--- src/rtl/sdq_pkg.sv ---
`timescale 1ns / 1ps
// ---------------------------------------------------------------------------
// sdq_pkg
// Types, sizes and slot arithmetic shared by the string deque files.
// ---------------------------------------------------------------------------
package sdq_pkg;

  localparam int DEPTH     = 16;
  localparam int MAX_LEN   = 32;
  localparam int BUF_CAP   = 33;

  localparam int SLOT_W    = $clog2(DEPTH);
  localparam int CNT_W     = $clog2(DEPTH + 1);
  localparam int SUM_W     = CNT_W + 1;
  localparam int LEN_W     = $clog2(MAX_LEN + 1);
  localparam int ADDR_W    = $clog2(DEPTH * MAX_LEN);
  localparam int CHAR_W    = 8;
  localparam int BUF_W     = 6;
  localparam int OUT_CNT_W = 5;
  localparam int CMP_W     = ((LEN_W > BUF_W) ? LEN_W : BUF_W) + 1;

  typedef enum logic [1:0] {
    MODE_INS_HEAD = 2'd0,
    MODE_INS_TAIL = 2'd1,
    MODE_REMOVE   = 2'd2,
    MODE_REVERSE  = 2'd3
  } mode_e;

  typedef enum logic [1:0] {
    ST_IDLE,
    ST_LEN,
    ST_CHR,
    ST_TERM
  } state_e;

  typedef struct packed {
    mode_e              mode;
    logic [CHAR_W-1:0]  in_char;
    logic               in_last;
    logic               copy_out;
    logic [BUF_W-1:0]   buf_size;
  } in_t;

  typedef struct packed {
    logic                 ok;
    logic [CHAR_W-1:0]    out_char;
    logic                 out_last;
    logic [OUT_CNT_W-1:0] count;
  } out_t;

  typedef struct packed {
    logic              we;
    logic              re;
    logic [ADDR_W-1:0] addr;
    logic [CHAR_W-1:0] wdata;
  } char_req_t;

  typedef struct packed {
    logic              we;
    logic              re;
    logic [SLOT_W-1:0] addr;
    logic [LEN_W-1:0]  wdata;
  } len_req_t;

  function automatic logic [SLOT_W-1:0] slot_dec(input logic [SLOT_W-1:0] s);
    slot_dec = (s == '0) ? SLOT_W'(DEPTH - 1) : s - SLOT_W'(1);
  endfunction

  function automatic logic [SLOT_W-1:0] slot_add(input logic [SLOT_W-1:0] s,
                                                 input logic [CNT_W-1:0]  c);
    logic [SUM_W-1:0] sum;
    sum = SUM_W'(s) + SUM_W'(c);
    if (sum >= SUM_W'(DEPTH)) begin
      sum = sum - SUM_W'(DEPTH);
    end
    slot_add = sum[SLOT_W-1:0];
  endfunction

  function automatic logic [ADDR_W-1:0] char_addr(input logic [SLOT_W-1:0] s,
                                                  input logic [LEN_W-1:0]  n);
    char_addr = ADDR_W'(s) * ADDR_W'(MAX_LEN) + ADDR_W'(n);
  endfunction

endpackage

--- src/rtl/sdq_ctrl.sv ---
`timescale 1ns / 1ps
// ---------------------------------------------------------------------------
// sdq_ctrl
// Ring pointers, string fill tracking, remove sequencer and output register.
// ---------------------------------------------------------------------------
module sdq_ctrl
  import sdq_pkg::*;
(
  input  logic              clk_i,
  input  logic              rst_ni,
  input  logic              in_valid_i,
  output logic              in_stall_o,
  input  in_t               in_data_i,
  output logic              out_valid_o,
  input  logic              out_stall_i,
  output out_t              out_data_o,
  output char_req_t         char_req_o,
  input  logic [CHAR_W-1:0] char_rdata_i,
  output len_req_t          len_req_o,
  input  logic [LEN_W-1:0]  len_rdata_i
);

  state_e            state_q, state_d;
  logic [SLOT_W-1:0] front_q, front_d;
  logic [CNT_W-1:0]  count_q, count_d;
  logic              rev_q, rev_d;
  logic [LEN_W-1:0]  fill_q, fill_d;
  logic              ovf_q, ovf_d;
  logic              out_valid_q, out_valid_d;
  out_t              out_data_q, out_data_d;
  logic [SLOT_W-1:0] slot_q, slot_d;
  logic [LEN_W-1:0]  len_q, len_d;
  logic [BUF_W-1:0]  lim_q, lim_d;
  logic [LEN_W-1:0]  n_q, n_d;

  logic              out_free;
  logic              in_accept;
  logic              at_front;
  logic [SLOT_W-1:0] ins_slot;
  logic [SLOT_W-1:0] rm_slot;
  logic              not_full;
  logic              has_room;
  logic [LEN_W-1:0]  fill_nx;
  logic              ovf_nx;
  logic [LEN_W-1:0]  len_v;
  logic [LEN_W-1:0]  n_nx;

  assign out_free   = !out_valid_q || !out_stall_i;
  assign in_stall_o = (state_q != ST_IDLE) || (out_valid_q && out_stall_i);
  assign in_accept  = in_valid_i && !in_stall_o;

  assign at_front = (in_data_i.mode == MODE_INS_HEAD) ^ rev_q;
  assign ins_slot = at_front ? slot_dec(front_q) : slot_add(front_q, count_q);
  assign rm_slot  = rev_q ? slot_add(front_q, count_q - CNT_W'(1)) : front_q;
  assign not_full = count_q < CNT_W'(DEPTH);
  assign has_room = fill_q < LEN_W'(MAX_LEN);
  assign fill_nx  = has_room ? fill_q + LEN_W'(1) : fill_q;
  assign ovf_nx   = ovf_q || !has_room;
  assign len_v    = (len_rdata_i > LEN_W'(MAX_LEN)) ? LEN_W'(MAX_LEN) : len_rdata_i;
  assign n_nx     = n_q + LEN_W'(1);

  always_comb begin
    state_d     = state_q;
    front_d     = front_q;
    count_d     = count_q;
    rev_d       = rev_q;
    fill_d      = fill_q;
    ovf_d       = ovf_q;
    slot_d      = slot_q;
    len_d       = len_q;
    lim_d       = lim_q;
    n_d         = n_q;
    out_valid_d = out_valid_q && out_stall_i;
    out_data_d  = out_data_q;
    char_req_o  = '0;
    len_req_o   = '0;

    unique case (state_q)
      ST_IDLE: begin
        if (in_accept) begin
          unique case (in_data_i.mode)
            MODE_INS_HEAD, MODE_INS_TAIL: begin
              char_req_o.we    = has_room && not_full;
              char_req_o.addr  = char_addr(ins_slot, fill_q);
              char_req_o.wdata = in_data_i.in_char;
              fill_d           = fill_nx;
              ovf_d            = ovf_nx;
              if (in_data_i.in_last) begin
                fill_d         = '0;
                ovf_d          = 1'b0;
                out_valid_d    = 1'b1;
                out_data_d     = '{ok: 1'b0, out_char: '0, out_last: 1'b1,
                                   count: OUT_CNT_W'(count_q)};
                if (not_full) begin
                  len_req_o.we    = 1'b1;
                  len_req_o.addr  = ins_slot;
                  len_req_o.wdata = fill_nx;
                  if (at_front) begin
                    front_d = ins_slot;
                  end
                  count_d          = count_q + CNT_W'(1);
                  out_data_d.ok    = !ovf_nx;
                  out_data_d.count = OUT_CNT_W'(count_q + CNT_W'(1));
                end
              end
            end
            MODE_REMOVE: begin
              out_valid_d = 1'b1;
              out_data_d  = '{ok: 1'b0, out_char: '0, out_last: 1'b1,
                              count: OUT_CNT_W'(count_q)};
              if (count_q != '0) begin
                slot_d  = rm_slot;
                count_d = count_q - CNT_W'(1);
                if (!rev_q) begin
                  front_d = slot_add(front_q, CNT_W'(1));
                end
                out_data_d.ok    = 1'b1;
                out_data_d.count = OUT_CNT_W'(count_q - CNT_W'(1));
                if (in_data_i.copy_out) begin
                  out_valid_d    = out_valid_q && out_stall_i;
                  out_data_d     = out_data_q;
                  len_req_o.re   = 1'b1;
                  len_req_o.addr = rm_slot;
                  if (in_data_i.buf_size > BUF_W'(BUF_CAP)) begin
                    lim_d = BUF_W'(BUF_CAP);
                  end else if (in_data_i.buf_size == '0) begin
                    lim_d = BUF_W'(1);
                  end else begin
                    lim_d = in_data_i.buf_size;
                  end
                  state_d = ST_LEN;
                end
              end
            end
            MODE_REVERSE: begin
              rev_d       = !rev_q;
              out_valid_d = 1'b1;
              out_data_d  = '{ok: 1'b1, out_char: '0, out_last: 1'b1,
                              count: OUT_CNT_W'(count_q)};
            end
            default: ;
          endcase
        end
      end
      ST_LEN: begin
        len_d = len_v;
        if ((len_v != '0) && (CMP_W'(1) < CMP_W'(lim_q))) begin
          char_req_o.re   = 1'b1;
          char_req_o.addr = char_addr(slot_q, '0);
          n_d             = '0;
          state_d         = ST_CHR;
        end else begin
          state_d = ST_TERM;
        end
      end
      ST_CHR: begin
        if (out_free) begin
          out_valid_d = 1'b1;
          if (char_rdata_i == '0) begin
            out_data_d = '{ok: 1'b1, out_char: '0, out_last: 1'b1,
                           count: OUT_CNT_W'(count_q)};
            state_d    = ST_IDLE;
          end else begin
            out_data_d = '{ok: 1'b1, out_char: char_rdata_i, out_last: 1'b0,
                           count: OUT_CNT_W'(count_q)};
            if ((n_nx < len_q) && (CMP_W'(n_nx) + CMP_W'(1) < CMP_W'(lim_q))) begin
              char_req_o.re   = 1'b1;
              char_req_o.addr = char_addr(slot_q, n_nx);
              n_d             = n_nx;
            end else begin
              state_d = ST_TERM;
            end
          end
        end
      end
      ST_TERM: begin
        if (out_free) begin
          out_valid_d = 1'b1;
          out_data_d  = '{ok: 1'b1, out_char: '0, out_last: 1'b1,
                          count: OUT_CNT_W'(count_q)};
          state_d     = ST_IDLE;
        end
      end
      default: state_d = ST_IDLE;
    endcase
  end

  always_ff @(posedge clk_i or negedge rst_ni) begin
    if (!rst_ni) begin
      state_q     <= ST_IDLE;
      front_q     <= '0;
      count_q     <= '0;
      rev_q       <= 1'b0;
      fill_q      <= '0;
      ovf_q       <= 1'b0;
      out_valid_q <= 1'b0;
    end else begin
      state_q     <= state_d;
      front_q     <= front_d;
      count_q     <= count_d;
      rev_q       <= rev_d;
      fill_q      <= fill_d;
      ovf_q       <= ovf_d;
      out_valid_q <= out_valid_d;
    end
  end

  always_ff @(posedge clk_i) begin
    out_data_q <= out_data_d;
    slot_q     <= slot_d;
    len_q      <= len_d;
    lim_q      <= lim_d;
    n_q        <= n_d;
  end

  assign out_valid_o = out_valid_q;
  assign out_data_o  = out_data_q;

endmodule

--- config.mk ---
export PLATFORM = sky130hd
export DESIGN_NAME = sdq_ctrl
export DESIGN_NICKNAME = d
export VERILOG_FILES = /design/src/rtl/sdq_pkg.sv /design/src/rtl/sdq_ctrl.sv
export SDC_FILE = /design/constraint.sdc
export NUM_CORES = 1
export LEC_CHECK = 0
export ABC_AREA = 1
export BUFFER_PORTS_ARGS = -buffer_cell sky130_fd_sc_hd__buf_2
export CAP_MARGIN = 15
export CELL_PAD_IN_SITES_DETAIL_PLACEMENT = 1
export CELL_PAD_IN_SITES_GLOBAL_PLACEMENT = 2
export CORE_ASPECT_RATIO = 1.5
export CORE_MARGIN = 2
export CORE_UTILIZATION = 32
export DETAILED_ROUTE_END_ITERATION = 16
export GPL_ROUTABILITY_DRIVEN = 0
export PLACE_DENSITY_LB_ADDON = 0.1
export RECOVER_POWER = 50
export SLEW_MARGIN = 10
export SYNTH_ARGS = -nofsm -noshare
export SYNTH_HDL_FRONTEND = slang
export SYNTH_SLANG_ARGS = --single-unit
--- constraint.sdc ---
create_clock -name clk_i -period 3.8 [get_ports clk_i]
set_input_delay 0.38 -clock clk_i [delete_from_list [all_inputs] [get_ports clk_i]]
set_output_delay 0.38 -clock clk_i [all_outputs]
set_load 0.02 [all_outputs]
==> load_flow_metrics.sql, run 1 <==
INSERT INTO impl_metrics (metric_group, metric, value, unit) VALUES
('run_status', 'status', 'finished clean', ''),
('die', 'start_util', '32.88', '%'),
('logic_synthesis', 'post_synth_most_frequent_cells', 'nand2_1 (122), inv_1 (88), nor2_1 (60)', ''),
('global_routing', 'global_route.overflow_total', '0', ''),
('cts', 'cts.hold.buffers_added', '0', ''),
('critical_path', 'crit_path_class', 'reg -> out', ''),
('layout', 'final_area', '5210', 'um2'),
('layout', 'proportion_of_layout_cells_with_a_drive_suffix_above_1', '18.29', '%'),
('die', 'die_width', '98.43', 'um'),
('power', 'max-vdd-ir-drop', '0.3025', 'mV'),
('logic_synthesis', 'synth_fp_nets', '628', ''),
('global_routing', 'number_of_global_route_vias_before_repair', '4327', ''),
('timing', 'fin_tns_setup', '0', 'ps'),
('layout', 'fillers', '1690', ''),
('logic_synthesis', 'synth_cell_types', '46', ''),
('cts', 'cts_buffer_depth', '2', ''),
('critical_path', 'worstPathArrival', '3210', 'ps'),
('critical_path', 'critPathRequiredTime', '3420', 'ps'),
('critical_path', 'cp_num_buf_inv', '4', ''),
('timing', 'worst_hold_slack', '261.6', 'ps'),
('die', 'die_ar', '14340', 'um2'),
('global_routing', 'grt_first_pass_wirelength', '22470', 'um'),
('die', 'row_count', '51', ''),
('place', 'detailed_place_hpwl', '11110', 'um'),
('layout', 'fin_nets', '721', ''),
('logic_synthesis', 'synth_top_flop_cell', 'edfxtp_1', ''),
('place', 'placement.setup.worst_slack', '170.3', 'ps'),
('cts', 'path_clk_slew', '50', 'ps'),
('cts', 'deepest_level_of_the_cts_h_tree', '3', ''),
('cts', 'clock_sinks', '57', ''),
('timing', 'worst-slew-pin-transition', '1373', 'ps'),
('route', 'drt-pass1-iter-count', '4', ''),
('global_routing', 'antenna_found_initial', '0', ''),
('timing', 'setup-violations-final', '0', ''),
('timing', 'fin_skew', '5.496', 'ps'),
('cts', 'tritoncts', 'built', ''),
('layout', 'antenna_cells_inserted', '0', ''),
('die', 'core_area', '13020', 'um2'),
('critical_path', 'critical-path-max-stage-delay', '440', 'ps'),
('route', 'route.final.wire_length', '13930', 'um'),
('die', 'floorplan.io_pins', '84', ''),
('place', 'io_buffer_count', '83', ''),
('power', 'total_leakage_power', '2.578', 'nW'),
('timing', 'max_freq', '0.2782', 'GHz'),
('route', 'drt_initial_violations', '104', ''),
('timing', 'report.final.hold_viol_count', '0', ''),
('route', 'drt.antenna.violating_nets', '0', ''),
('layout', 'synthToLayoutAreaGrowth', '21.72', '%'),
('global_routing', 'groute.usage.overall', '20.03', '%'),
('logic_synthesis', 'synth-edff-count', '37', ''),
('logic_synthesis', 'synth_seq_cells', '57', ''),
('logic_synthesis', 'average_cell_area_after_synthesis', '7.671', 'um2'),
('timing', 'timing.final.ws_setup', '205.7', 'ps'),
('critical_path', 'critical_path.endpoint_type', 'output pin', ''),
('route', 'drc', '0', ''),
('flow_run', 'max-cap-violations', '0', ''),
('cts', 'insertion_delay_of_the_later_clocked_pin_in_the_worst_skew_pair', '330', 'ps'),
('logic_synthesis', 'async_sr_flop_fraction', '35.09', '%'),
('logic_synthesis', 'postSynthCellCount', '558', ''),
('power', 'power_density', '914.8', 'nW/um2'),
('logic_synthesis', 'seq_area_frac_synth', '37.65', '%'),
('route', 'routed_via_density', '4.881', ''),
('timing', 'slew-limit-headroom', '8.495', '%'),
('timing', 'post-route-period-util', '94.59', '%'),
('cts', 'cts.root.buffer_cell', 'clkbuf_16', ''),
('logic_synthesis', 'synthesis.area', '4280', 'um2'),
('critical_path', 'critPathTopFamily', 'simple AND/OR/NAND/NOR gates', ''),
('critical_path', 'critPathSlowestCell', 'edfxtp_1', ''),
('logic_synthesis', 'yosysMostFrequentCell', 'nand2_1', ''),
('logic_synthesis', 'yosys-top-cells-area', 'edfxtp_1 (26%), dfrtp_1 (12%), nand2_1 (11%), ha_1 (9.4%), inv_1 (7.7%)', ''),
('place', 'post_dp_cell_area', '4850', 'um2');
logic make-up (layout without fill, tap and decap cells):
| family | count (synthesis) | after routing | share of synthesized area [%] |
|---|---|---|---|
| and+or+nand+nor | 249 | 249 | 25.31 |
| buffers and inverters | 112 | 210 | 10.49 |
| AOI/OAI and AO/OA | 82 | 82 | 11.17 |
| DFF | 57 | 57 | 37.65 |
| adders and majority gates | 34 | 34 | 10.29 |
| xor gates and xnor gates | 24 | 24 | 5.086 |
worst register-to-register path, stage by stage (launching register included):
cell and delay [ps]:
edfxtp_1 440, buf_4 170, inv_1 90, ha_1 290
nor3_2 220, nand4_1 130, xor2_1 170, ha_1 190
a211o_1 220, nor2_1 100, nand3_1 120, nor2_4 160
buf_4 120, nand2_1 60, a21boi_1 140, buf_4 180
placed cells by master, fill, tap and decap left out, types with 9 or more instances in the layout:
cell type  count
edfxtp_1      37
buf_4         14
inv_1         90
xor2_1        19
nor2_1        63
o21ai_0       28
ha_1          31
buf_2         63
nand3_1       34
nand2_1      123
a21oi_1       25
dfrtp_1       20
clkbuf_16      9
clkbuf_1      22
layout make-up:
class | count | area (um2) | share of cell area, %
multi-input cells | 389 | 2222 | 42.65
flip-flops and latches | 57 | 1612 | 30.93
repair buffers | 98 | 503.0 | 9.654
inverters | 96 | 361.6 | 6.940
clock buffers | 11 | 232.7 | 4.467
well taps | 159 | 198.9 | 3.818
clock inverters | 5 | 80.08 | 1.537
registers in the layout, summed over array words and instances (netlist names):
| register | flops |
|---|---|
| count_q | 5 |
| lim_q | 6 |
| state_q | 2 |
| ovf_q | 1 |
| len_q | 6 |
| out_valid_o | 1 |
| slot_q | 4 |
| n_q | 6 |
| front_q | 4 |
| rev_q | 1 |
| out_data_o | 15 |
| fill_q | 6 |
what timing repair did:
action                     in CTS  in global routing
setup endpoints to repair      10                 10
setup buffers                   2                  8
gates resized for setup         1                  3
pin swaps                       0                  2
through the flow:
stage / std cells / total power [mW]
floorplan: 558 / 3.028
global placement: 789 / 3.809
detailed placement: 789 / 3.874
CTS: 807 / 4.791
global route: 815 / 5.192
finish: 815 / 4.766
final timing paths:
kind	to	from	cells after the start	slack (ps)
setup / recovery	char_req_o[10]	n_q[0]	15	210
hold / removal	ovf_q	in_data_i[7]	2	260
setup reg to reg	n_q[0]	n_q[0]	15	720
hold reg to reg	out_valid_o	out_valid_o	2	540
max in group asynchronous	count_q[0]	rst_ni	1	2640
min in group asynchronous	front_q[2]	rst_ni	1	350
report_power, final:
part | switching, mW | internal, mW
clock network | 0.293 | 0.573
logic | 1.75 | 0.922
registers | 0.235 | 0.993
routing by layer:
layer,share of wire [%],GRT usage (%)
met1,38,21.01
met2,57,38.88
met3,1.8,3.122
met4,2.8,7.877
met5,0,0
No activity file was read; power rests on OpenSTA's default activity.
==> inputs of run 2 (changes only) <==
CELL_PAD_IN_SITES_DETAIL_PLACEMENT = 0   (was 1)
CELL_PAD_IN_SITES_GLOBAL_PLACEMENT = 1   (was 2)
CORE_UTILIZATION = 41   (was 32)
==> run 2 against run 1 <==
Clock-buffer cell count is 1 lower. Combinational power down 6%. Wire length is 17% lower. Clock power shrank 11%. Fmax is 2.0% higher. Sequential share of layout area is 0.97 points higher. Cell count decreased by 6.4%.
==> load_flow_metrics.sql, run 2 (synthesized netlist as in run 1, its figures left out) <==
INSERT INTO impl_metrics (metric_group, metric, value, unit) VALUES
('run_status', 'status', 'finished clean', ''),
('cts', 'cts-buffers-inserted', '9', ''),
('global_routing', 'pin_count_of_the_biggest_net_entering_global_routing', '21', ''),
('critical_path', 'critical-path-max-stage-delay', '430', 'ps'),
('timing', 'drv_slew', '0', ''),
('critical_path', 'crit_chain', 'ha_1 -> nand3_1 -> xnor2_4 -> nand4_1 -> xor2_1 -> ha_1 -> a211o_1 -> nor2_1 -> nand3_1 -> nor2_4 -> nand2_1 -> a21boi_1 -> buf_2', ''),
('global_routing', 'number_of_global_route_vias_before_repair', '3878', ''),
('place', 'placed_cells_incl_taps', '745', ''),
('power', 'power.combinational.fraction', '55.5', '%'),
('cts', 'cts.root.buffer_cell', 'clkbuf_16', ''),
('power', 'power.clock.fraction', '17.2', '%'),
('layout', 'ff_latch_area', '1612', 'um2'),
('worst_hold_path', 'hold_path.class', 'in -> reg', ''),
('cts', 'clock_sinks', '57', ''),
('layout', 'layout_commonest_cell', 'nand2_1', ''),
('power', 'power_density', '892.0', 'nW/um2'),
('route', 'drt-met1-wl', '4324', 'um'),
('critical_path', 'crit_path_class', 'reg -> out', ''),
('critical_path', 'critPathTopFamily', 'simple AND/OR/NAND/NOR gates', ''),
('die', 'die_ar', '11290', 'um2'),
('power', 'max-vdd-ir-drop', '0.4343', 'mV'),
('timing', 'setup-violations-final', '0', ''),
('route', 'dr_total_vias', '3895', ''),
('route', 'route.final.wire_length', '11520', 'um'),
('timing', 'worst-slew-pin-transition', '1294', 'ps'),
('die', 'start_util', '42.23', '%'),
('route', 'drc', '0', ''),
('critical_path', 'critical_path.endpoint_type', 'output pin', ''),
('place', 'io_buffer_count', '83', ''),
('critical_path', 'critPathMaxFanout', '11', ''),
('flow_run', 'max-cap-violations', '0', ''),
('layout', 'fin_nets', '711', ''),
('die', 'floorplan.io_pins', '84', ''),
('cts', 'cts_buffer_depth', '2', ''),
('route', 'drt_initial_violations', '226', ''),
('place', 'detailed_place_hpwl', '9247', 'um'),
('layout', 'antenna_cells_inserted', '0', ''),
('timing', 'report.final.hold_viol_count', '0', ''),
('timing', 'max_freq', '0.2838', 'GHz'),
('route', 'routed_via_density', '5.105', ''),
('critical_path', 'worstPathArrival', '3140', 'ps'),
('route', 'met3_wirelength', '297', 'um'),
('critical_path', 'critPathRequiredTime', '3420', 'ps'),
('global_routing', 'groute.usage.overall', '21.14', '%'),
('route', 'wl_per_cell', '15.09', 'um'),
('power', 'total_leakage_power', '2.516', 'nW'),
('layout', 'layout_common_cells', 'nand2_1 (123), inv_1 (90), nor2_1 (64)', ''),
('layout', 'post_route_core_utilization', '49.84', '%'),
('critical_path', 'critPathSlowestCell', 'edfxtp_1', ''),
('timing', 'timing.final.ws_setup', '276.5', 'ps'),
('power', 'p_int', '2.357', 'mW'),
('die', 'floorplan.die.height', '129.1', 'um'),
('layout', 'fillers', '1039', ''),
('timing', 'layout_min_cycle_time', '3523', 'ps'),
('layout', 'area_of_the_multi_input_gates', '2218', 'um2'),
('critical_path', 'worst_r2r_path_depth', '13', ''),
('die', 'die_width', '87.43', 'um'),
('cts', 'deepest_level_of_the_cts_h_tree', '3', ''),
('layout', 'largest_reg_flops', '15', ''),
('critical_path', 'crit_cells', '13', ''),
('power', 'power_switching', '2.149', 'mW'),
('layout', 'proportion_of_layout_cells_with_a_drive_suffix_above_1', '16.10', '%'),
('critical_path', 'cp_num_buf_inv', '1', ''),
('die', 'row_count', '45', ''),
('worst_hold_path', 'number_of_stages_on_the_worst_hold_path', '2', ''),
('route', 'drt-pass1-iter-count', '4', ''),
('route', 'route.top_layer_used', 'met4', ''),
('cts', 'tritoncts', 'built', ''),
('global_routing', 'antenna_found_initial', '0', ''),
('layout', 'synthToLayoutAreaGrowth', '18.01', '%'),
('route', 'drt.antenna.violating_nets', '0', ''),
('power', 'switching_share', '47.69', '%'),
('power', 'p_seq_share', '27.3', '%'),
('global_routing', 'global_route.overflow_total', '0', ''),
('timing', 'fin_skew', '7.706', 'ps'),
('timing', 'fin_tns_setup', '0', 'ps'),
('place', 'placement.setup.worst_slack', '263.4', 'ps'),
('power', 'total_power', '4.506', 'mW'),
('global_routing', 'grt_first_pass_wirelength', '18370', 'um'),
('timing', 'slew-limit-headroom', '13.73', '%'),
('critical_path', 'critical_path_source_type', 'flip-flop', ''),
('route', 'routed_length_on_met2', '6601', 'um'),
('timing', 'post-route-period-util', '92.72', '%'),
('die', 'core_area', '10130', 'um2'),
('layout', 'final_standard_cell_count_with_taps_included_and_fillers_excluded', '763', ''),
('cts', 'cts.hold.buffers_added', '0', ''),
('cts', 'path_clk_slew', '50', 'ps'),
('cts', 'insertion_delay_of_the_later_clocked_pin_in_the_worst_skew_pair', '320', 'ps');
[run 2: cell types whose count changed in the layout (fill, tap and decap cells not counted), moves of 2 or more]
cell and delta:
buf_2 -2, clkinv_1 +3, nor2_4 -2, buf_4 -9
[run 2: power groups by stage]
stage               Sequential (mW)  Combinational, mW  Clock, mW
detailed placement             1.24               2.49          0
finish                         1.23               2.50      0.773
CTS                            1.23               2.52      0.793
global route                   1.25               2.83      0.821
global placement               1.23               2.48          0
floorplan                      1.26               1.77          0
[run 2: through the flow]
stage	cell area [um2]	hold WS (ps)
after floorplan	4280	84.41
after global placement	4782	383.3
after detailed placement	4782	387.9
after CTS	5075	39.34
after global routing	5051	282.5
final	5051	265.1
[run 2: layer usage]
metal	track usage (%)	up-vias
met4	8.326	0
met5	0	-
met3	3.694	19
li1	-	1969
met2	40.20	72
met1	22.54	1835
[run 2: path summary, 6_finish.rpt]
| check | startpoint | end | slack (ps) |
|---|---|---|---|
| worst max-delay path | n_q[1] | char_req_o[17] | 280 |
| min in group asynchronous | rst_ni | count_q[2] | 330 |
| worst min register to register | out_valid_o | out_valid_o | 540 |
| max in group asynchronous | rst_ni | fill_q[3] | 2700 |
| worst max register to register | n_q[1] | n_q[2] | 720 |
| worst min-delay path | in_data_i[7] | ovf_q | 270 |
[run 2: worst register-to-register path, stage by stage (launching register included)]
cell and delay (ps):
edfxtp_1 430, ha_1 220, nand3_1 180, xnor2_4 310, nand4_1 150, xor2_1 160
ha_1 180, a211o_1 220, nor2_1 90, nand3_1 120, nor2_4 270, nand2_1 130
a21boi_1 150, buf_4 170
[run 2: what timing repair did]
item / in CTS / in global routing
buffers inserted: 0 / 2
hold endpoints to repair: 0 / 0
gates cloned: 0 / 0
endpoints found under the setup margin: 10 / 10
resized for setup: 1 / 2
[run 2: final cells by class]
type / count / share of cell area [%]
sequential: 57 / 31.90
multi-input combinational: 389 / 43.92
timing repair buffer: 88 / 8.422
tap: 117 / 2.898
clock buffer: 10 / 4.533
inverter: 96 / 7.159
clock inverter: 6 / 1.164
